**src/hdl/epbfa_pkg.sv**
```systemverilog
// Shared definitions for the endpoint best-fit allocator.
// Holds item kinds, transfer types, capability bit positions and control structs.
// No dependencies.
package epbfa_pkg;

   localparam int unsigned HW_EP_SLOTS_DEF = 16;

   localparam int unsigned KIND_W = 2;
   localparam int unsigned SLOT_W = 4;
   localparam int unsigned CAPS_W = 6;
   localparam int unsigned SIZE_W = 12;
   localparam int unsigned TYPE_W = 2;

   // Item kinds
   localparam logic [KIND_W-1:0] KIND_LOAD    = 2'd0;
   localparam logic [KIND_W-1:0] KIND_CLEAR   = 2'd1;
   localparam logic [KIND_W-1:0] KIND_REQUEST = 2'd2;

   // Transfer types
   localparam logic [TYPE_W-1:0] XFER_CONTROL   = 2'd0;
   localparam logic [TYPE_W-1:0] XFER_ISOCH     = 2'd1;
   localparam logic [TYPE_W-1:0] XFER_BULK      = 2'd2;
   localparam logic [TYPE_W-1:0] XFER_INTERRUPT = 2'd3;

   // Capability bit positions
   localparam int unsigned CAP_CONTROL   = 0;
   localparam int unsigned CAP_IN        = 1;
   localparam int unsigned CAP_OUT       = 2;
   localparam int unsigned CAP_INTERRUPT = 3;
   localparam int unsigned CAP_ISOCH     = 4;
   localparam int unsigned CAP_BULK      = 5;

   // Controller to datapath
   typedef struct packed {
      logic take_item;   // latch the accepted transaction, apply load or clear
      logic scan_step;   // evaluate the current slot and advance
      logic finish;      // write the result register, commit the reservation
   } cmd_type;

   // Datapath to controller
   typedef struct packed {
      logic scan_done;   // current slot ends the scan
      logic out_free;    // result register can take a new result
   } status_type;

endpackage

```
**src/hdl/epbfa_ctrl.sv**
```systemverilog
// Sequencing controller for the endpoint best-fit allocator.
// Depends on epbfa_pkg for item kinds and the command and status structs.
module epbfa_ctrl
   import epbfa_pkg::*;
(
   input  logic              clock,
   input  logic              reset,
   input  logic              req_valid,
   output logic              req_ready,
   input  logic [KIND_W-1:0] req_kind,
   input  status_type        status,
   output cmd_type           cmd
);

   typedef enum logic [2:0] {
      ST_IDLE = 3'b001,
      ST_SCAN = 3'b010,
      ST_DONE = 3'b100
   } state_type;

   state_type state_ff, state_in;
   logic      accept;

   assign req_ready = (state_ff == ST_IDLE);
   assign accept    = req_valid && req_ready;

   always_comb begin
      cmd.take_item = accept;
      cmd.scan_step = (state_ff == ST_SCAN);
      cmd.finish    = (state_ff == ST_DONE) && status.out_free;
   end

   always_comb begin
      state_in = state_ff;
      unique case (state_ff)
         ST_IDLE: begin
            if (accept) begin
               state_in = (req_kind == KIND_REQUEST) ? ST_SCAN : ST_DONE;
            end
         end
         ST_SCAN: begin
            if (status.scan_done) begin
               state_in = ST_DONE;
            end
         end
         ST_DONE: begin
            if (status.out_free) begin
               state_in = ST_IDLE;
            end
         end
         default: state_in = ST_IDLE;
      endcase
   end

   always_ff @(posedge clock) begin
      if (reset) begin
         state_ff <= ST_IDLE;
      end else begin
         state_ff <= state_in;
      end
   end

   a_scan_ends_in_done: assert property (@(posedge clock) disable iff (reset)
      (state_ff == ST_SCAN) && status.scan_done |=> (state_ff == ST_DONE))
      else $error("scan end did not move to result stage");

   a_no_accept_while_busy: assert property (@(posedge clock) disable iff (reset)
      (state_ff != ST_IDLE) |-> !req_ready)
      else $error("ready raised while an item is in work");

   a_finish_returns_idle: assert property (@(posedge clock) disable iff (reset)
      cmd.finish |=> (state_ff == ST_IDLE))
      else $error("result written but controller not idle");

endmodule

```
**src/hdl/epbfa_dp.sv**
```systemverilog
// Datapath for the endpoint best-fit allocator: profile table, reservation
// bitmaps, scan index, best-fit tracking and result register.
// Depends on epbfa_pkg; driven by epbfa_ctrl through cmd_type.
module epbfa_dp
   import epbfa_pkg::*;
#(
   parameter int unsigned HW_EP_SLOTS = HW_EP_SLOTS_DEF
)
(
   input  logic              clock,
   input  logic              reset,
   input  cmd_type           cmd,
   output status_type        status,
   input  logic [KIND_W-1:0] req_kind,
   input  logic [SLOT_W-1:0] req_slot,
   input  logic              req_entry_valid,
   input  logic [CAPS_W-1:0] req_capabilities,
   input  logic              req_simplex_mark,
   input  logic [SIZE_W-1:0] req_hw_frame_size,
   input  logic [TYPE_W-1:0] req_transfer_type,
   input  logic              req_direction_in,
   input  logic [SIZE_W-1:0] req_wanted_frame_size,
   input  logic              req_skip_simplex_value,
   output logic              rsp_valid,
   input  logic              rsp_ready,
   output logic              rsp_matched,
   output logic [SLOT_W-1:0] rsp_hw_endpoint,
   output logic              rsp_reserve_in,
   output logic              rsp_reserve_out,
   output logic [SIZE_W-1:0] rsp_granted_frame_size
);

   localparam int unsigned IDX_W = $clog2(HW_EP_SLOTS);
   localparam logic [IDX_W-1:0] LAST_IDX = IDX_W'(HW_EP_SLOTS - 1);

   // Profile table: valid bits reset, payload does not
   logic [HW_EP_SLOTS-1:0] valid_ff;
   logic [CAPS_W-1:0]      caps_ff    [HW_EP_SLOTS];
   logic                   simplex_ff [HW_EP_SLOTS];
   logic [SIZE_W-1:0]      size_ff    [HW_EP_SLOTS];

   logic [HW_EP_SLOTS-1:0] in_reserved_ff, out_reserved_ff;

   // Latched request
   logic              is_request_ff;
   logic [TYPE_W-1:0] type_ff;
   logic              dir_in_ff, dir_out_ff;
   logic [SIZE_W-1:0] wanted_ff;
   logic              skip_ff;

   // Scan state
   logic [IDX_W-1:0]  idx_ff;
   logic              found_ff;
   logic [IDX_W-1:0]  best_ff;
   logic [SIZE_W-1:0] dist_ff;
   logic [SIZE_W-1:0] best_size_ff;
   logic              best_simplex_ff;

   // Result register
   logic              rsp_valid_ff;
   logic              rsp_matched_ff;
   logic [SLOT_W-1:0] rsp_ep_ff;
   logic              rsp_res_in_ff, rsp_res_out_ff;
   logic [SIZE_W-1:0] rsp_size_ff;

   logic              load_hit;
   logic              res_skip, ent_valid, suit, type_ok, dir_ok, fits, cand, better, last;
   logic [CAPS_W-1:0] ent_caps;
   logic [SIZE_W-1:0] ent_size, d;
   logic              commit, r_in, r_out;
   logic [HW_EP_SLOTS-1:0] best_bit;

   assign load_hit = ({1'b0, req_slot} < (SLOT_W + 1)'(HW_EP_SLOTS));

   // Evaluate slot idx_ff
   always_comb begin
      ent_valid = valid_ff[idx_ff];
      ent_caps  = caps_ff[idx_ff];
      ent_size  = size_ff[idx_ff];
      res_skip  = (dir_in_ff && in_reserved_ff[idx_ff]) ||
                  (dir_out_ff && out_reserved_ff[idx_ff]);
      dir_ok    = dir_in_ff ? ent_caps[CAP_IN] : ent_caps[CAP_OUT];
      type_ok   = (ent_caps[CAP_INTERRUPT] && (type_ff == XFER_INTERRUPT)) ||
                  (ent_caps[CAP_ISOCH]     && (type_ff == XFER_ISOCH))     ||
                  (ent_caps[CAP_BULK]      && (type_ff == XFER_BULK));
      suit      = (type_ff == XFER_CONTROL) ? ent_caps[CAP_CONTROL] : (dir_ok && type_ok);
      if (ent_size >= wanted_ff) begin
         d    = ent_size - wanted_ff;
         fits = 1'b1;
      end else begin
         d    = wanted_ff - ent_size;
         fits = (type_ff == XFER_BULK) || (type_ff == XFER_CONTROL);
      end
      cand   = !res_skip && ent_valid && (simplex_ff[idx_ff] != skip_ff) && suit && fits;
      better = cand && (!found_ff || (d < dist_ff));
      last   = (idx_ff == LAST_IDX);
   end

   assign status.scan_done = (!res_skip && !ent_valid) || last;
   assign status.out_free  = !rsp_valid_ff || rsp_ready;

   assign commit   = cmd.finish && is_request_ff && found_ff;
   assign r_in     = dir_in_ff  || best_simplex_ff;
   assign r_out    = dir_out_ff || best_simplex_ff;
   assign best_bit = HW_EP_SLOTS'(1) << best_ff;

   // Table payload: written by load items, no reset
   always_ff @(posedge clock) begin
      if (cmd.take_item && (req_kind == KIND_LOAD) && load_hit) begin
         caps_ff[req_slot[IDX_W-1:0]]    <= req_capabilities;
         simplex_ff[req_slot[IDX_W-1:0]] <= req_simplex_mark;
         size_ff[req_slot[IDX_W-1:0]]    <= req_hw_frame_size;
      end
   end

   // Valid bits and reservation bitmaps
   always_ff @(posedge clock) begin
      if (reset) begin
         valid_ff        <= '0;
         in_reserved_ff  <= '0;
         out_reserved_ff <= '0;
      end else begin
         if (cmd.take_item && (req_kind == KIND_LOAD) && load_hit) begin
            valid_ff[req_slot[IDX_W-1:0]] <= req_entry_valid;
         end
         if (cmd.take_item && (req_kind == KIND_CLEAR)) begin
            in_reserved_ff  <= '0;
            out_reserved_ff <= '0;
         end else if (commit) begin
            if (r_in) begin
               in_reserved_ff <= in_reserved_ff | best_bit;
            end
            if (r_out) begin
               out_reserved_ff <= out_reserved_ff | best_bit;
            end
         end
      end
   end

   // Latch request fields and run the scan
   always_ff @(posedge clock) begin
      if (cmd.take_item) begin
         is_request_ff <= (req_kind == KIND_REQUEST);
         type_ff       <= req_transfer_type;
         dir_in_ff     <= (req_transfer_type == XFER_CONTROL) || req_direction_in;
         dir_out_ff    <= (req_transfer_type == XFER_CONTROL) || !req_direction_in;
         wanted_ff     <= req_wanted_frame_size;
         skip_ff       <= req_skip_simplex_value;
         idx_ff        <= IDX_W'(1);
         found_ff      <= 1'b0;
      end else if (cmd.scan_step) begin
         idx_ff <= idx_ff + IDX_W'(1);
         if (better) begin
            found_ff        <= 1'b1;
            best_ff         <= idx_ff;
            dist_ff         <= d;
            best_size_ff    <= ent_size;
            best_simplex_ff <= simplex_ff[idx_ff];
         end
      end
   end

   // Result register
   always_ff @(posedge clock) begin
      if (reset) begin
         rsp_valid_ff <= 1'b0;
      end else if (cmd.finish) begin
         rsp_valid_ff <= 1'b1;
      end else if (rsp_ready) begin
         rsp_valid_ff <= 1'b0;
      end
   end

   always_ff @(posedge clock) begin
      if (cmd.finish) begin
         rsp_matched_ff <= commit;
         rsp_ep_ff      <= commit ? SLOT_W'(best_ff) : '0;
         rsp_res_in_ff  <= commit && r_in;
         rsp_res_out_ff <= commit && r_out;
         rsp_size_ff    <= !commit ? '0 :
                           ((wanted_ff > best_size_ff) ? best_size_ff : wanted_ff);
      end
   end

   assign rsp_valid              = rsp_valid_ff;
   assign rsp_matched            = rsp_matched_ff;
   assign rsp_hw_endpoint        = rsp_ep_ff;
   assign rsp_reserve_in         = rsp_res_in_ff;
   assign rsp_reserve_out        = rsp_res_out_ff;
   assign rsp_granted_frame_size = rsp_size_ff;

   a_slot0_never_reserved: assert property (@(posedge clock) disable iff (reset)
      !in_reserved_ff[0] && !out_reserved_ff[0])
      else $error("slot zero reserved");

   a_scan_index_nonzero: assert property (@(posedge clock) disable iff (reset)
      cmd.scan_step |-> (idx_ff != '0))
      else $error("scan reached slot zero");

   a_match_reserves: assert property (@(posedge clock) disable iff (reset)
      commit |=> rsp_matched_ff && (rsp_res_in_ff || rsp_res_out_ff) &&
                 (rsp_size_ff <= $past(wanted_ff)))
      else $error("match without reservation or with oversize grant");

   a_reservations_grow: assert property (@(posedge clock) disable iff (reset)
      !(cmd.take_item && (req_kind == KIND_CLEAR)) |=>
         ((in_reserved_ff & $past(in_reserved_ff)) == $past(in_reserved_ff)) &&
         ((out_reserved_ff & $past(out_reserved_ff)) == $past(out_reserved_ff)))
      else $error("reservation dropped without a clear");

endmodule

```
**src/hdl/endpoint_best_fit_allocator.sv**
```systemverilog
// Top level of the endpoint best-fit allocator.
// Instantiates epbfa_ctrl and epbfa_dp; depends on epbfa_pkg.
//
// The block keeps up to HW_EP_SLOTS hardware endpoint profiles and an IN and
// an OUT reservation bitmap, and answers every input transaction with exactly
// one result transaction. A load transaction writes one profile slot, a clear
// transaction empties both bitmaps, and a request transaction walks slots 1
// upwards, one slot per clock through the single read port of the profile
// table, stopping at the first free slot that holds no profile. The best fit
// (smallest frame-size distance, lowest slot on a tie) is reserved and
// reported with its frame size clipped to the wanted size; a failed request
// and every non-request transaction return all-zero fields. A load or clear
// goes from acceptance straight to the result stage, a request first walks
// the slots; the result stage writes the result register only while that
// register is empty or being read through rsp_ready, and waits otherwise.
// Items are processed one at a time, and the next transaction is accepted
// once the current result has been placed in the output register, even while
// that result still waits for rsp_ready. Slot 0 can be loaded but is never
// scanned; loads beyond the last slot are dropped. Reset is synchronous and
// clears all profile valid bits and both bitmaps.
module endpoint_best_fit_allocator
   import epbfa_pkg::*;
#(
   parameter int unsigned HW_EP_SLOTS = HW_EP_SLOTS_DEF
)
(
   input  logic              clock,
   input  logic              reset,
   input  logic              req_valid,
   output logic              req_ready,
   input  logic [KIND_W-1:0] req_kind,
   input  logic [SLOT_W-1:0] req_slot,
   input  logic              req_entry_valid,
   input  logic [CAPS_W-1:0] req_capabilities,
   input  logic              req_simplex_mark,
   input  logic [SIZE_W-1:0] req_hw_frame_size,
   input  logic [TYPE_W-1:0] req_transfer_type,
   input  logic              req_direction_in,
   input  logic [SIZE_W-1:0] req_wanted_frame_size,
   input  logic              req_skip_simplex_value,
   output logic              rsp_valid,
   input  logic              rsp_ready,
   output logic              rsp_matched,
   output logic [SLOT_W-1:0] rsp_hw_endpoint,
   output logic              rsp_reserve_in,
   output logic              rsp_reserve_out,
   output logic [SIZE_W-1:0] rsp_granted_frame_size
);

   cmd_type    cmd;
   status_type status;

   // Sequencer: accept, walk the slots, hand the result over
   epbfa_ctrl u_ctrl (
      .clock     (clock),
      .reset     (reset),
      .req_valid (req_valid),
      .req_ready (req_ready),
      .req_kind  (req_kind),
      .status    (status),
      .cmd       (cmd)
   );

   // Profile table, bitmaps, best-fit tracking and result register
   epbfa_dp #(
      .HW_EP_SLOTS (HW_EP_SLOTS)
   ) u_dp (
      .clock                  (clock),
      .reset                  (reset),
      .cmd                    (cmd),
      .status                 (status),
      .req_kind               (req_kind),
      .req_slot               (req_slot),
      .req_entry_valid        (req_entry_valid),
      .req_capabilities       (req_capabilities),
      .req_simplex_mark       (req_simplex_mark),
      .req_hw_frame_size      (req_hw_frame_size),
      .req_transfer_type      (req_transfer_type),
      .req_direction_in       (req_direction_in),
      .req_wanted_frame_size  (req_wanted_frame_size),
      .req_skip_simplex_value (req_skip_simplex_value),
      .rsp_valid              (rsp_valid),
      .rsp_ready              (rsp_ready),
      .rsp_matched            (rsp_matched),
      .rsp_hw_endpoint        (rsp_hw_endpoint),
      .rsp_reserve_in         (rsp_reserve_in),
      .rsp_reserve_out        (rsp_reserve_out),
      .rsp_granted_frame_size (rsp_granted_frame_size)
   );

endmodule
```
**config.mk**
```make
export PLATFORM = sky130hd
export DESIGN_NAME = endpoint_best_fit_allocator
export DESIGN_NICKNAME = d
export VERILOG_FILES = /design/src/hdl/epbfa_pkg.sv /design/src/hdl/epbfa_ctrl.sv /design/src/hdl/epbfa_dp.sv /design/src/hdl/endpoint_best_fit_allocator.sv
export SDC_FILE = /design/constraint.sdc
export NUM_CORES = 1
export LEC_CHECK = 0
export ABC_AREA = 0
export BUFFER_PORTS_ARGS = -buffer_cell sky130_fd_sc_hd__buf_2
export CAP_MARGIN = 0
export CORE_ASPECT_RATIO = 1.75
export CORE_MARGIN = 5
export CORE_UTILIZATION = 56
export CTS_CLUSTER_DIAMETER = 80
export DETAILED_ROUTE_END_ITERATION = 16
export MAX_ROUTING_LAYER = met4
export PLACE_DENSITY = 0.82
export SLEW_MARGIN = 10
export SYNTH_ARGS = -nofsm -noshare
export SYNTH_HDL_FRONTEND = slang
export SYNTH_SLANG_ARGS = --single-unit
```
**constraint.sdc**
```tcl
create_clock -name clock -period 6.85 [get_ports clock]
set_input_delay 0.3425 -clock clock [delete_from_list [all_inputs] [get_ports clock]]
set_output_delay 0.3425 -clock clock [all_outputs]
set_load 0.05 [all_outputs]
```
; Word level (Yosys, flattened, before mapping)
; Memories as Yosys holds them, arrays and structs flattened. A register that Yosys moved wholly into a read port is not among the register bits.
; Cells that the tools add are included.
[totals]
reg_bits = 123
ram_bits = 304
inputBits = 46
output_inout_bits = 21
word_cells = 127
memories = 3
[mem_list]
columns = name, depth, word_bits, rd, rd_clocked_by_memory_dff, wr, line_no
row1 = u_dp.size_ff, 16, 12, 1, 1, 1, epbfa_dp.sv:40  ; logic [SIZE_W-1:0] size_ff [HW_EP_SLOTS];
row2 = u_dp.caps_ff, 16, 6, 1, 1, 1, epbfa_dp.sv:38  ; logic [CAPS_W-1:0] caps_ff [HW_EP_SLOTS];
row3 = u_dp.simplex_ff, 16, 1, 1, 1, 1, epbfa_dp.sv:39  ; logic simplex_ff [HW_EP_SLOTS];
[classes]
addsub = 3
order_cmp = 6
eq_ne = 13
n_shift = 1
mux = 29
bitwise = 3
reduce_logical = 47
[ops]
columns = op, count
row1 = $or A16 B16 Y16, 2
row2 = $mux W12, 2
row3 = $mux W4, 6
row4 = $sub A12 B12 Y12, 2
row5 = $logic_and A1 B1 Y1, 21
row6 = $bwmux W16, 1
row7 = $shl A1 B4 Y16 const A, 1
row8 = $bmux W1 S4, 3
row9 = $ge A12 B12 Y1, 1
row10 = $gt A12 B12 Y1, 1
row11 = $lt A12 B12 Y1, 1
row12 = $mux W3, 4
row13 = $logic_or A1 B1 Y1, 11
row14 = $mux W1, 11
row15 = $lt A4 B5 Y1 const B, 2
row16 = $pmux W3 S3, 1
row17 = $eq A2 B2 Y1 const B, 3
row18 = $logic_not A2 Y1, 3
row19 = $reduce_and A2 Y1, 3
row20 = $reduce_and A3 Y1, 2
row21 = $logic_not A1 Y1, 5
row22 = $add A4 B1 Y4 const B, 1
row23 = $demux W1 S4, 1
row24 = $eq A2 B1 Y1 const B, 2
row25 = 11 further kinds, 12

; Logic depth before layout (Yosys ltp)
; Gate-level depths: netlist (run 1).
[logic_depth]
word_depth = 11
depth_mapped = 25

; By module
; A second synthesis (run 1) with hierarchy kept.
[unflattened]
cells_unflattened = 1096
hier_area_um2 = 18177.4
[modules_own_cells]
columns = mod, n_inst, cells_each, area_per_inst_um2, seq_area_each_um2
row1 = epbfa_dp, 1, 1068, 17946.0, 12271.8
row2 = epbfa_ctrl, 1, 28, 231.5, 60.1

; Worst setup path after synthesis (run 1)
; OpenSTA, ideal clock, no wires.
[synth_timing]
kind = register to register
start = reg (tool-made name)
end = reg u_dp.best_ff[0], enable pin
arrival_time_ns = 6.500
path_slack_ns = -0.068
path_stages_with_launch = 25
path_buffers = 7
period_less_slack_ns = 6.918
path_cell_list = dfxtp_1 > buf_2 > buf_6 > buf_6 > buf_2 > buf_2 > mux4_2 > mux4_2 > inv_1 > ha_1 > buf_6 > and3_4 > a311oi_2 > a31oi_1 > a221oi_4 > buf_6 > mux2_2 > ha_1 > a21boi_0 > o21ai_0 > nand2b_1 > a21oi_1 > o21ai_0 > a211o_1 > a221oi_2
[synth_rtl]
columns = item, line_no
row1 = to (signal assigned), epbfa_dp.sv:155  ; best_ff <= idx_ff;
row2 = to (decl), epbfa_dp.sv:54  ; logic [IDX_W-1:0] best_ff;

==> impl_table.tex, run 1 <==
\begin{tabular}{lr}
\hline
Metric & Value \\
\hline
\multicolumn{2}{l}{\textbf{Status}} \\
Result of the run & finished clean \\
\multicolumn{2}{l}{\textbf{Place}} \\
HPWL after detailed placement & 26,010 um \\
Number of port buffers & between 60 and 70 \\
Routability cong. & 0.8864 \\
\multicolumn{2}{l}{\textbf{Power and ir drop}} \\
Internal & 4.219 mW \\
Net switching power & 1.338 mW \\
Switching part of the total & 0.2408 \\
Sequential Power Share & 0.530 \\
Maximum vdd ir drop & between 0.1 and 0.15 mV \\
Part of the power in combinational logic & 0.108 \\
Clk network pwr share & 0.362 \\
Reported leakage power & around 7 nW \\
Power density cells & 272.8 mW/mm\^{}2 \\
\multicolumn{2}{l}{\textbf{Layout}} \\
Fill cells & 2,207 \\
Growth of design area from synthesis to finish & 12.01\% \\
Highest-count cells in the layout ignoring fill and taps & 370 x edfxtp\_1, 94 x mux4\_2, 80 x nor2\_1 \\
Area taken by flip-flops and latches & 0.01234 sq mm \\
Share of post-route cells with drive strength above 1 & 0.2226 \\
Net count of the finished layout & roughly 1,300 \\
Most common cell after layout, fill and taps aside & edfxtp\_1 \\
Total area of multi-input combinational cells & 0.005497 sq mm \\
\multicolumn{2}{l}{\textbf{Timing}} \\
Final period demand of the worst path & 6.370 ns \\
Ratio of final minimum period to clock period & 0.9299 \\
Transition time at the pin with the least slew margin & approximately 1.1 ns \\
Count of endpoints failing setup in the final report & 0 \\
Worst slew margin relative to its limit & 0.2606 \\
Number of slew-limit violations in the final report & 0 \\
TNS Setup & 0 ns \\
Final Hold Slack & roughly 0.085 ns \\
Setup repair after global routing missed its margin & no \\
Worst-case clock skew & between 0.02 and 0.025 ns \\
Final Hold Fails & 0 \\
Max Clock Freq & 157.0 MHz \\
\multicolumn{2}{l}{\textbf{Yosys}} \\
Number of distinct library cell variants in the gate-level netlist after synthesis & 68 \\
Warnings from Yosys & 0 \\
Share of flip-flops with an asynchronous set or reset & 0 \\
Commonest register cell after synthesis & edfxtp\_1 \\
Syn Std Cell Area & between 0.015 and 0.02 sq mm \\
Synth Area per Inst & 16.37 sq um \\
Register area share after synthesis & 0.6780 \\
Net count of the mapped netlist & 1,206 \\
Number of instances in the synthesized netlist & 1,111 \\
Synthesis-stage register bit count & approximately 430 \\
Number of enable flip-flop cells after synthesis & 370 \\
\multicolumn{2}{l}{\textbf{Route}} \\
Vias after detailed routing & 10,090 \\
Detailed-router iteration count before antenna repair & 5 \\
Violation count after the first detailed-routing iteration & between 800 and 900 \\
Number of vias per cell after detailed routing & 6.183 \\
Post-detailed-routing wire length & $\sim$41,000 um \\
DRC violation count after routing & 0 \\
Number of antenna-violating nets in the routed design & 0 \\
WL/cell & 25.16 um \\
\multicolumn{2}{l}{\textbf{CTS}} \\
Count of cells resized by post-cts repair & 0 \\
Post-CTS repair timing setup buffer count & 0 \\
Clock buffer count from CTS & 37 \\
CTS Buffer Depth & 3 \\
Clock transition at the registers of the reported paths & 0.07 ns \\
Deepest level of the CTS H-tree & 2 \\
Later-pin clock latency in the skew report & 0.54 ns \\
TritonCTS clock tree & built \\
Clock sink count & between 400 and 500 \\
Root Buffer Master & clkbuf\_16 \\
\multicolumn{2}{l}{\textbf{Min path}} \\
Worst hold path cell count & 2 \\
Worst min-delay path category & input port to flip-flop \\
\multicolumn{2}{l}{\textbf{Floorplan}} \\
Overall die area & 0.03633 sq mm \\
Initial cell density of the core & 0.5645 \\
Floorplan Core Area & 0.03222 sq mm \\
Chip height & around 250 um \\
I/O pin cnt & 67 \\
Row cnt & slightly below 90 \\
Floorplan die width & approximately 150 um \\
\multicolumn{2}{l}{\textbf{Critical path}} \\
Arrival time reported for the critical path endpoint & roughly 6.6 ns \\
Data required time at the worst endpoint & 7.08 ns \\
Startpoint kind of the worst setup timing path & flip-flop \\
Peak fanout along the critical path & 29 \\
Worst-case reg-to-reg path depth & 19 \\
Critical path class & flip-flop to flip-flop \\
Crit path capture type & flip-flop \\
\multicolumn{2}{l}{\textbf{GRT}} \\
Global-route wire length before repair & 63,180 um \\
Overall global routing resource usage & 0.2368 \\
Via count of the first global-routing pass & 10,650 \\
Overall overflow remaining after global route & 0 \\
Number of antenna violations at the first check in global routing & 2 \\
Largest net degree at the start of global routing & 48 \\
\multicolumn{2}{l}{\textbf{Job}} \\
Max capacitance violation total & 0 \\
\hline
\end{tabular}
final cells by class:
cell class,count,share of cell area
diodes,1,0.0001228
inverters,59,0.01087
flip-flops and latches,431,0.6057
clock inverters,21,0.008905
well taps,400,0.02457
clock buffers,44,0.04778
repair buffers,103,0.03230
multi-input cells,573,0.2698
routing by layer:
| metal | vias up | track usage | share of wire |
|---|---|---|---|
| li1 | 4491 | - | - |
| met1 | 5092 | 0.2568 | 0.34 |
| met2 | 415 | 0.4382 | 0.57 |
| met3 | 92 | 0.02696 | 0.053 |
| met4 | 0 | 0.09607 | 0.038 |
| met5 | - | - | 0 |
state kept, by name, indices dropped and copies added (netlist names), 4 cells and up, named ones only:
name	count
u_dp.wanted_ff	12
u_dp.out_reserved_ff	16
u_dp.rsp_granted_frame_size	12
u_dp.size_ff	192
u_dp.simplex_ff	16
u_dp.in_reserved_ff	16
u_dp.dist_ff	12
u_dp.valid_ff	16
u_dp.caps_ff	96
u_dp.best_ff	4
u_dp.idx_ff	4
u_dp.best_size_ff	12
u_dp.rsp_hw_endpoint	4
worst paths after layout:
path / slack, ns / from / end
max: 0.48 / flip-flop / u_dp.dist_ff[10]
max reg2reg: 0.48 / flip-flop / u_dp.dist_ff[10]
min reg2reg: 0.47 / u_dp.out_reserved_ff[12] / u_dp.out_reserved_ff[12]
min: 0.09 / req_direction_in / u_dp.dir_in_ff
kinds of logic after synthesis:
family,share of synthesized area
AOI/OAI and AO/OA,0.05510
adders and majority gates,0.03453
DFF,0.6780
muxes,0.1429
buffers and inverters,0.02593
and+or+nand+nor,0.05675
xor gates and xnor gates,0.006742
metrics by stage:
step / utilization / total power [mW] / cells / setup slack [ns] / instance area [sq um]
floorplan: - / 3.414 / 1111 / 0.4367 / 18200
global placement: 0.5917 / 3.578 / 1551 / 0.5201 / 19070
detailed placement: 0.5917 / 3.595 / 1551 / 0.4049 / 19070
CTS: 0.6322 / 5.582 / 1631 / 0.4000 / 20370
global route: 0.6323 / 5.754 / 1632 / 0.01401 / 20370
finish: 0.6323 / 5.558 / 1632 / 0.4801 / 20370
repair_timing:
| item | 4_1_cts | 5_1_grt |
|---|---|---|
| endpoints found under the hold margin | 15 | 0 |
| hold buffers | 15 | 0 |
| endpoints found under the setup margin | 0 | 0 |
power groups by stage:
stage	clock network (mW)	registers (mW)	logic, mW
after floorplan	0	2.99	0.428
after global placement	0	3.00	0.576
after detailed placement	0	3.00	0.591
after CTS	2.03	2.95	0.602
after global routing	2.14	2.95	0.659
final	2.01	2.95	0.602
cells in the mapped netlist, types with 7 or more instances:
master / number / share of area
nor2_1: 92 / 0.019
buf_2: 19 / 0.0052
o21ai_0: 23 / 0.0063
a21oi_1: 62 / 0.017
xor2_1: 7 / 0.0034
a21o_1: 10 / 0.0041
mux4_2: 94 / 0.12
nand3_1: 8 / 0.0022
mux2i_1: 40 / 0.022
edfxtp_1: 370 / 0.61
nor2b_1: 22 / 0.0076
clkbuf_1: 15 / 0.0031
inv_1: 58 / 0.012
xnor2_1: 7 / 0.0034
dfxtp_1: 61 / 0.067
nand2_1: 37 / 0.0076
ha_1: 47 / 0.032
a31oi_1: 11 / 0.0038
nand2b_1: 9 / 0.0031
nor3_1: 12 / 0.0033
worst max-delay path, cell delays in order (launching register included):
cell,delay [ns]
dfxtp_4,0.72
buf_4,0.34
mux4_2,0.52
mux4_2,0.56
inv_1,0.09
ha_1,0.33
and4_4,0.27
a311oi_2,0.19
a31oi_1,0.18
a221oi_4,0.45
mux2_2,0.40
ha_1,0.29
a21boi_0,0.12
o21ai_0,0.15
nand2b_1,0.07
a21oi_1,0.15
o21ai_0,0.15
a211o_1,0.36
a221oi_4,0.44
buf_12,0.25
Power figures use the tool's default switching activity.
==> run 2: changes to the inputs <==
- PLACE_DENSITY: 0.82 -> 0.85
- SYNTH_HIERARCHICAL: default -> 1
- clock period: 6.85 -> 5.8 ns (I/O delays scaled with it)
==> impl_table.tex, run 2 <==
\begin{tabular}{lr}
\hline
Metric & Value \\
\hline
\multicolumn{2}{l}{\textbf{Status}} \\
Result of the run & finished clean \\
\multicolumn{2}{l}{\textbf{Route}} \\
Violation count after the first detailed-routing iteration & 1,043 (+28\%) \\
Vias after detailed routing & 10,440 (+3.4\%) \\
Number of antenna-violating nets in the routed design & 0 (unchanged) \\
WL/cell & 25.72 um (+2.2\%) \\
Post-detailed-routing wire length & 42,130 um (+2.6\%) \\
DRC violation count after routing & 0 (unchanged) \\
Number of vias per cell after detailed routing & 6.371 (+3.1\%) \\
Detailed-router iteration count before antenna repair & 6 (+1) \\
\multicolumn{2}{l}{\textbf{Floorplan}} \\
Initial cell density of the core & 0.5661 (+0.001563) \\
Overall die area & 0.03630 sq mm (about the same) \\
Floorplan die width & 146.2 um (about the same) \\
Floorplan Core Area & 0.03211 sq mm (-0.34\%) \\
Row cnt & 87 (unchanged) \\
Chip height & 248.3 um (about the same) \\
I/O pin cnt & 67 (unchanged) \\
\multicolumn{2}{l}{\textbf{Yosys}} \\
Warnings from Yosys & 6 (+6) \\
Commonest register cell after synthesis & edfxtp\_1 \\
Dominant cell by count in the synthesized netlist & edfxtp\_1 \\
Register area share after synthesis & 0.6784 (about the same) \\
Top cells by count, synth & 370 x edfxtp\_1, 90 x mux4\_2, 89 x nor2\_1 \\
XOR/XNOR Fraction of Synth Area & 0.005782 (-0.0009595) \\
Share of synthesized area spent on multiplexers & 0.1500 (+0.007041) \\
Synth Area per Inst & 16.59 sq um (+1.3\%) \\
Area contributors post-synth & edfxtp\_1 61\%, mux4\_2 11\%, dfxtp\_1 6.7\%, ha\_1 3.2\%, a21oi\_1 2.0\% \\
Syn Std Cell Area & 0.01818 sq mm (about the same) \\
Post-synthesis share of cell area spent on full adders, half adders and majority gates & 0.03455 (about the same) \\
Portion of synthesized cell area occupied by the leading cell type & 0.6112 (about the same) \\
Number of instances in the synthesized netlist & 1,096 (-1.4\%) \\
Number of enable flip-flop cells after synthesis & 370 (unchanged) \\
Simple-Gate Fraction of Synth Area & 0.05032 (-0.006435) \\
Largest family of logic cells by synthesized area & multiplexers \\
Net count of the mapped netlist & 1,191 (-1.2\%) \\
Synth Area in Compound Gates & 0.05445 (-0.0006542) \\
Library cell occupying the most area in the post-synthesis netlist & edfxtp\_1 \\
Share of flip-flops with an asynchronous set or reset & 0 (unchanged) \\
Number of distinct library cell variants in the gate-level netlist after synthesis & 68 (unchanged) \\
Synthesis-stage register bit count & 431 (unchanged) \\
\multicolumn{2}{l}{\textbf{Timing}} \\
Minimum setup slack in the final design & 0.1914 ns (-0.2887 ns) \\
TNS Setup & 0 ns (unchanged) \\
Final period demand of the worst path & 5.609 ns (-0.7613 ns) \\
Ratio of final minimum period to clock period & 0.9670 (+0.03709) \\
Count of endpoints failing setup in the final report & 0 (unchanged) \\
Transition time at the pin with the least slew margin & 0.9804 ns (-0.1237 ns) \\
Final Hold Fails & 0 (unchanged) \\
Max Clock Freq & 178.3 MHz (+14\%) \\
Worst-case clock skew & 0.02041 ns (-0.0008177 ns) \\
Number of slew-limit violations in the final report & 0 (unchanged) \\
Worst slew margin relative to its limit & 0.3449 (+0.08426) \\
\multicolumn{2}{l}{\textbf{GRT}} \\
Met3 global-route usage & 0.03386 (+0.006897) \\
Overall global routing resource usage & 0.2403 (+0.003477) \\
Largest net degree at the start of global routing & 33 (-31\%) \\
Grt met2 use & 0.4432 (+0.004942) \\
Peak-usage layer in the global routing report & met2 \\
Met1 Usage GRT & 0.2577 (+0.0009340) \\
Global-route wire length before repair & 63,570 um (+0.62\%) \\
Overall overflow remaining after global route & 0 (unchanged) \\
Via count of the first global-routing pass & 10,650 (+0.0094\%) \\
Number of antenna violations at the first check in global routing & 2 (unchanged) \\
\multicolumn{2}{l}{\textbf{CTS}} \\
Clock buffer count from CTS & 37 (unchanged) \\
TritonCTS clock tree & built \\
Clock sink count & 431 (unchanged) \\
CTS Buffer Depth & 3 (unchanged) \\
Deepest level of the CTS H-tree & 2 (unchanged) \\
Later-pin clock latency in the skew report & 0.54 ns (about the same) \\
Root Buffer Master & clkbuf\_16 \\
Clock transition at the registers of the reported paths & 0.07 ns (about the same) \\
\multicolumn{2}{l}{\textbf{Layout}} \\
Share of post-route cells with drive strength above 1 & 0.2540 (+0.03146) \\
Layout Cells excl Fill & 1,638 (+0.37\%) \\
Highest-count cells in the layout ignoring fill and taps & 370 x edfxtp\_1, 90 x mux4\_2, 77 x nor2\_1 \\
Net count of the finished layout & 1,306 (+0.46\%) \\
Most common cell after layout, fill and taps aside & edfxtp\_1 \\
Final Core Density & 0.6443 (+0.01196) \\
Largest register FFs & 192 (unchanged) \\
Growth of design area from synthesis to finish & 13.81\% \\
\multicolumn{2}{l}{\textbf{Power and ir drop}} \\
Part of the power in combinational logic & 0.073 (-0.035) \\
Clk network pwr share & 0.383 (+0.021) \\
Switching part of the total & 0.2205 (-0.02034) \\
Maximum vdd ir drop & 0.2116 mV (+50\%) \\
Reported leakage power & 7.183 nW (+2.1\%) \\
Net switching power & 1.386 mW (+3.5\%) \\
Sequential Power Share & 0.544 (+0.014) \\
Power density cells & 303.8 mW/mm\^{}2 (+11\%) \\
Internal & 4.900 mW (+16\%) \\
\multicolumn{2}{l}{\textbf{Place}} \\
Instance count after placement with tap cells included & 1,543 (-0.52\%) \\
Setup Slack @ Placement & 0.01361 ns (-0.3913 ns) \\
HPWL after detailed placement & 25,670 um (-1.3\%) \\
Routability cong. & 0.9706 (+9.5\%) \\
Number of port buffers & 66 (unchanged) \\
\multicolumn{2}{l}{\textbf{Critical path}} \\
Startpoint kind of the worst setup timing path & flip-flop \\
Crit path capture type & flip-flop \\
Data required time at the worst endpoint & 6.06 ns (-1.02 ns) \\
Peak fanout along the critical path & 14 (-52\%) \\
Arrival time reported for the critical path endpoint & 5.87 ns (-0.73 ns) \\
Critical path class & flip-flop to flip-flop \\
\multicolumn{2}{l}{\textbf{Min path}} \\
Worst min-delay path category & input port to flip-flop \\
Hold wc startpoint & req\_direction\_in \\
\multicolumn{2}{l}{\textbf{Job}} \\
Max capacitance violation total & 0 (unchanged) \\
\hline
\end{tabular}
-- run 2: cells by family after synthesis --
kind of cell    Yosys count
compound gates          162
xor+xnor                 12
fa+ha+maj                49
buf+inv                 108
flops                   431
mux                     139
simple gates            195
-- run 2: critical path: stages (launching register included) --
cell and delay, ns:
dfxtp_4 0.36, clkbuf_4 0.19, buf_4 0.13, mux4_2 0.50, mux4_2 0.56, fa_1 0.45
a21o_1 0.20, o211ai_1 0.23, a21oi_1 0.11, nor3_2 0.17, buf_6 0.16, buf_4 0.12
mux2_2 0.32, a31oi_1 0.18, xnor2_1 0.22, ha_1 0.31, a21o_1 0.18, a211oi_2 0.21
a21oi_1 0.11, a21oi_2 0.13, and3_4 0.26, clkbuf_16 0.19
-- run 2: layout make-up --
cell class | instances | area, sq um
multi-input cells | 557 | 5530
fillers | 2066 | 11420
clock inverters | 19 | 175.2
inverters | 59 | 221.5
well taps | 400 | 500.5
clock buffers | 45 | 991.0
repair buffers | 125 | 927.1
flip-flops and latches | 431 | 12340
diodes | 2 | 5.005
-- run 2: per-layer routing --
layer | vias up | routed length (um)
li1 | 4512 | -
met1 | 5294 | 14090
met4 | 0 | 1897
met3 | 126 | 2764
met5 | - | 0
met2 | 504 | 23370
-- run 2: path summary, 6_finish.rpt --
path	cells after the start	end	slack (ns)
min reg2reg	2	u_dp/in_reserved_ff[3]	0.46
max	21	u_dp/best_size_ff[3]	0.19
min	2	u_dp/dir_in_ff	0.04
max reg2reg	21	u_dp/best_size_ff[3]	0.19
-- run 2: timing repair --
item,CTS,global route
setup endpoints to repair,29,29
pin swaps,0,5
resized for setup,1,11
cloned,1,1
hold buffers,15,0
buffers inserted,2,10
hold endpoints to repair,15,0
-- run 2: power by group through the flow --
stage                     logic [mW]  registers, mW  clock network, mW
after floorplan                0.263           3.48                  0
after global placement         0.403           3.48                  0
after detailed placement       0.414           3.49                  0
after CTS                      0.428           3.42               2.44
after global routing           0.493           3.42               2.58
final                          0.457           3.42               2.41
-- run 2: stage by stage --
step                cell area [sq um]  power [mW]  hold slack, ns
floorplan                       18220       3.745          0.3889
global placement                19140       3.888          0.4387
detailed placement              19140       3.900          0.4476
CTS                             20510       6.289         0.02321
global route                    20690       6.495         0.02041
finish                          20690       6.285         0.03718
==> run 3: changes to the inputs <==
- CELL_PAD_IN_SITES_DETAIL_PLACEMENT: default -> 0
- CELL_PAD_IN_SITES_GLOBAL_PLACEMENT: default -> 2
- CORE_UTILIZATION: 56 -> 42
- PLACE_DENSITY: 0.85 -> 0.8
==> impl_table.tex, run 3 (synthesized netlist as in run 2, its figures left out) <==
\begin{tabular}{lr}
\hline
Metric & Value \\
\hline
\multicolumn{2}{l}{\textbf{Layout}} \\
Most common cell after layout, fill and taps aside & edfxtp\_1 \\
Growth of design area from synthesis to finish & 15.51\% \\
Area taken by flip-flops and latches & 0.01234 sq mm (unchanged) \\
Share of post-route cells with drive strength above 1 & 0.2566 (+0.002528) \\
Final Core Density & 0.4873 (-0.1570) \\
Total area of multi-input combinational cells & 0.005489 sq mm (-0.75\%) \\
Highest-count cells in the layout ignoring fill and taps & 370 x edfxtp\_1, 90 x mux4\_2, 77 x nor2\_1 \\
Net count of the finished layout & 1,318 (+0.92\%) \\
Fill cells & 3,583 (+73\%) \\
Largest register FFs & 192 (unchanged) \\
\multicolumn{2}{l}{\textbf{GRT}} \\
Global-route wire length before repair & 63,200 um (-0.57\%) \\
Via count of the first global-routing pass & 10,400 (-2.4\%) \\
Number of antenna violations at the first check in global routing & 2 (unchanged) \\
Overall global routing resource usage & 0.1791 (-0.06122) \\
Largest net degree at the start of global routing & 33 (unchanged) \\
Overall overflow remaining after global route & 0 (unchanged) \\
\multicolumn{2}{l}{\textbf{Timing}} \\
Max Clock Freq & 180.5 MHz (+1.2\%) \\
Worst slew margin relative to its limit & 0.3429 (-0.001947) \\
Final period demand of the worst path & 5.540 ns (-0.06828 ns) \\
Minimum setup slack in the final design & 0.2596 ns (+0.06828 ns) \\
Ratio of final minimum period to clock period & 0.9552 (-0.01177) \\
Worst-case clock skew & 0.03068 ns (+0.01027 ns) \\
Final Hold Slack & 0.05092 ns (+0.01374 ns) \\
Number of slew-limit violations in the final report & 0 (unchanged) \\
TNS Setup & 0 ns (unchanged) \\
Final Hold Fails & 0 (unchanged) \\
Count of endpoints failing setup in the final report & 0 (unchanged) \\
Transition time at the pin with the least slew margin & 0.9833 ns (+0.002913 ns) \\
\multicolumn{2}{l}{\textbf{Route}} \\
Number of vias per cell after detailed routing & 5.428 (-15\%) \\
DRC violation count after routing & 0 (unchanged) \\
WL/cell & 22.65 um (-12\%) \\
Detailed-router iteration count before antenna repair & 5 (-1) \\
Violation count after the first detailed-routing iteration & 727 (-30\%) \\
Vias after detailed routing & 9,895 (-5.2\%) \\
Post-detailed-routing wire length & 41,290 um (-2.0\%) \\
Number of antenna-violating nets in the routed design & 0 (unchanged) \\
\multicolumn{2}{l}{\textbf{Place}} \\
Setup Slack @ Placement & 0.04413 ns (+0.03053 ns) \\
Routability cong. & 0.8235 (-15\%) \\
Number of port buffers & 66 (unchanged) \\
HPWL after detailed placement & 27,020 um (+5.3\%) \\
\multicolumn{2}{l}{\textbf{Critical path}} \\
Arrival time reported for the critical path endpoint & 5.78 ns (-0.09 ns) \\
Startpoint kind of the worst setup timing path & flip-flop \\
Worst-case reg-to-reg path depth & 19 (-9.5\%) \\
Crit path capture type & flip-flop \\
Internal reg-to-reg setup slack & 0.26 ns (+0.07 ns) \\
Data required time at the worst endpoint & 6.04 ns (-0.02 ns) \\
Peak fanout along the critical path & 21 (+7) \\
Critical path class & flip-flop to flip-flop \\
Worst reg2reg path endpoint & u\_dp/dist\_ff[3] \\
\multicolumn{2}{l}{\textbf{Floorplan}} \\
I/O pin cnt & 67 (unchanged) \\
Chip height & 285.2 um (+15\%) \\
Overall die area & 0.04770 sq mm (+31\%) \\
Initial cell density of the core & 0.4218 (-0.1442) \\
Floorplan die width & 167.3 um (+14\%) \\
Row cnt & 101 (+16\%) \\
Floorplan Core Area & 0.04309 sq mm (+34\%) \\
\multicolumn{2}{l}{\textbf{Job}} \\
Max capacitance violation total & 0 (unchanged) \\
\multicolumn{2}{l}{\textbf{Power and ir drop}} \\
Overall power & 6.418 mW (+2.1\%) \\
Reported leakage power & 7.248 nW (+0.90\%) \\
Maximum vdd ir drop & 0.1788 mV (-15\%) \\
Power density cells & 305.6 mW/mm\^{}2 (+0.60\%) \\
\multicolumn{2}{l}{\textbf{Min path}} \\
Worst hold path cell count & 2 (unchanged) \\
Worst-case hold path end point & u\_dp/dir\_in\_ff \\
Hold wc startpoint & req\_direction\_in \\
Worst min-delay path category & input port to flip-flop \\
\multicolumn{2}{l}{\textbf{CTS}} \\
Later-pin clock latency in the skew report & 0.57 ns (+0.03 ns) \\
Deepest level of the CTS H-tree & 2 (unchanged) \\
TritonCTS clock tree & built \\
Clock buffer count from CTS & 40 (+8.1\%) \\
Clock sink count & 431 (unchanged) \\
Root Buffer Master & clkbuf\_16 \\
CTS Buffer Depth & 3 (unchanged) \\
Clock transition at the registers of the reported paths & 0.06 ns (about the same) \\
\multicolumn{2}{l}{\textbf{Status}} \\
Result of the run & finished clean \\
\hline
\end{tabular}
[run 3: area by class of cell]
type	instances	share of cell area
diodes	2	0.0002384
clock buffers	48	0.04910
clock inverters	26	0.01162
inverters	59	0.01055
multi-input cells	557	0.2614
flip-flops and latches	431	0.5876
well taps	566	0.03373
repair buffers	134	0.04576
[run 3: report_power, final]
part	internal, mW	switching (mW)
clock network	1.42	1.14
registers	3.39	0.0269
logic	0.186	0.249
[run 3: per-stage QoR]
stage,cell area [sq um],cells
after floorplan,18220,1096
after global placement,19480,1724
after detailed placement,19480,1724
after CTS,20910,1813
after global routing,21000,1823
final,21000,1823
[run 3: layer usage]
metal / part of all wire / vias up / global-route usage
met3: 0.038 / 81 / 0.02316
met2: 0.57 / 210 / 0.3368
met5: 0 / - / -
met1: 0.37 / 5077 / 0.1946
li1: - / 4527 / -
met4: 0.030 / 0 / 0.05787
[run 3: worst max path at each step]
| stage | depth (start not counted) | to | slack, ns | from |
|---|---|---|---|---|
| after global routing | 20 | u_dp/dist_ff[3] | -0.01 | flip-flop |
| after global placement | 19 | u_dp/best_size_ff[9] | 0.12 | flip-flop |
| final | 19 | u_dp/dist_ff[3] | 0.26 | flip-flop |
| after detailed placement | 19 | u_dp/best_size_ff[8] | 0.04 | flip-flop |
| after floorplan | 26 | u_dp/best_ff[0] | 0.002 | flip-flop |
| after CTS | 18 | u_dp/dist_ff[3] | 0.03 | flip-flop |
[run 3: timing repair]
item,in CTS,in global routing
buffers inserted,0,8
setup endpoints to repair,0,29
endpoints found under the hold margin,15,0
hold buffers,15,0
gates resized for setup,0,7
[run 3: worst max-delay path: stages (launching register included)]
cell	delay [ns]
dfxtp_4	0.41
buf_12	0.19
mux4_2	0.52
mux4_2	0.54
buf_4	0.17
ha_1	0.28
and3_1	0.18
o211ai_1	0.30
a21oi_1	0.13
nor3_2	0.28
buf_12	0.19
mux2_2	0.36
o311a_1	0.37
ha_1	0.22
a211o_1	0.26
o21ai_1	0.15
a21oi_2	0.11
a21oi_2	0.14
and3_4	0.25
buf_12	0.18
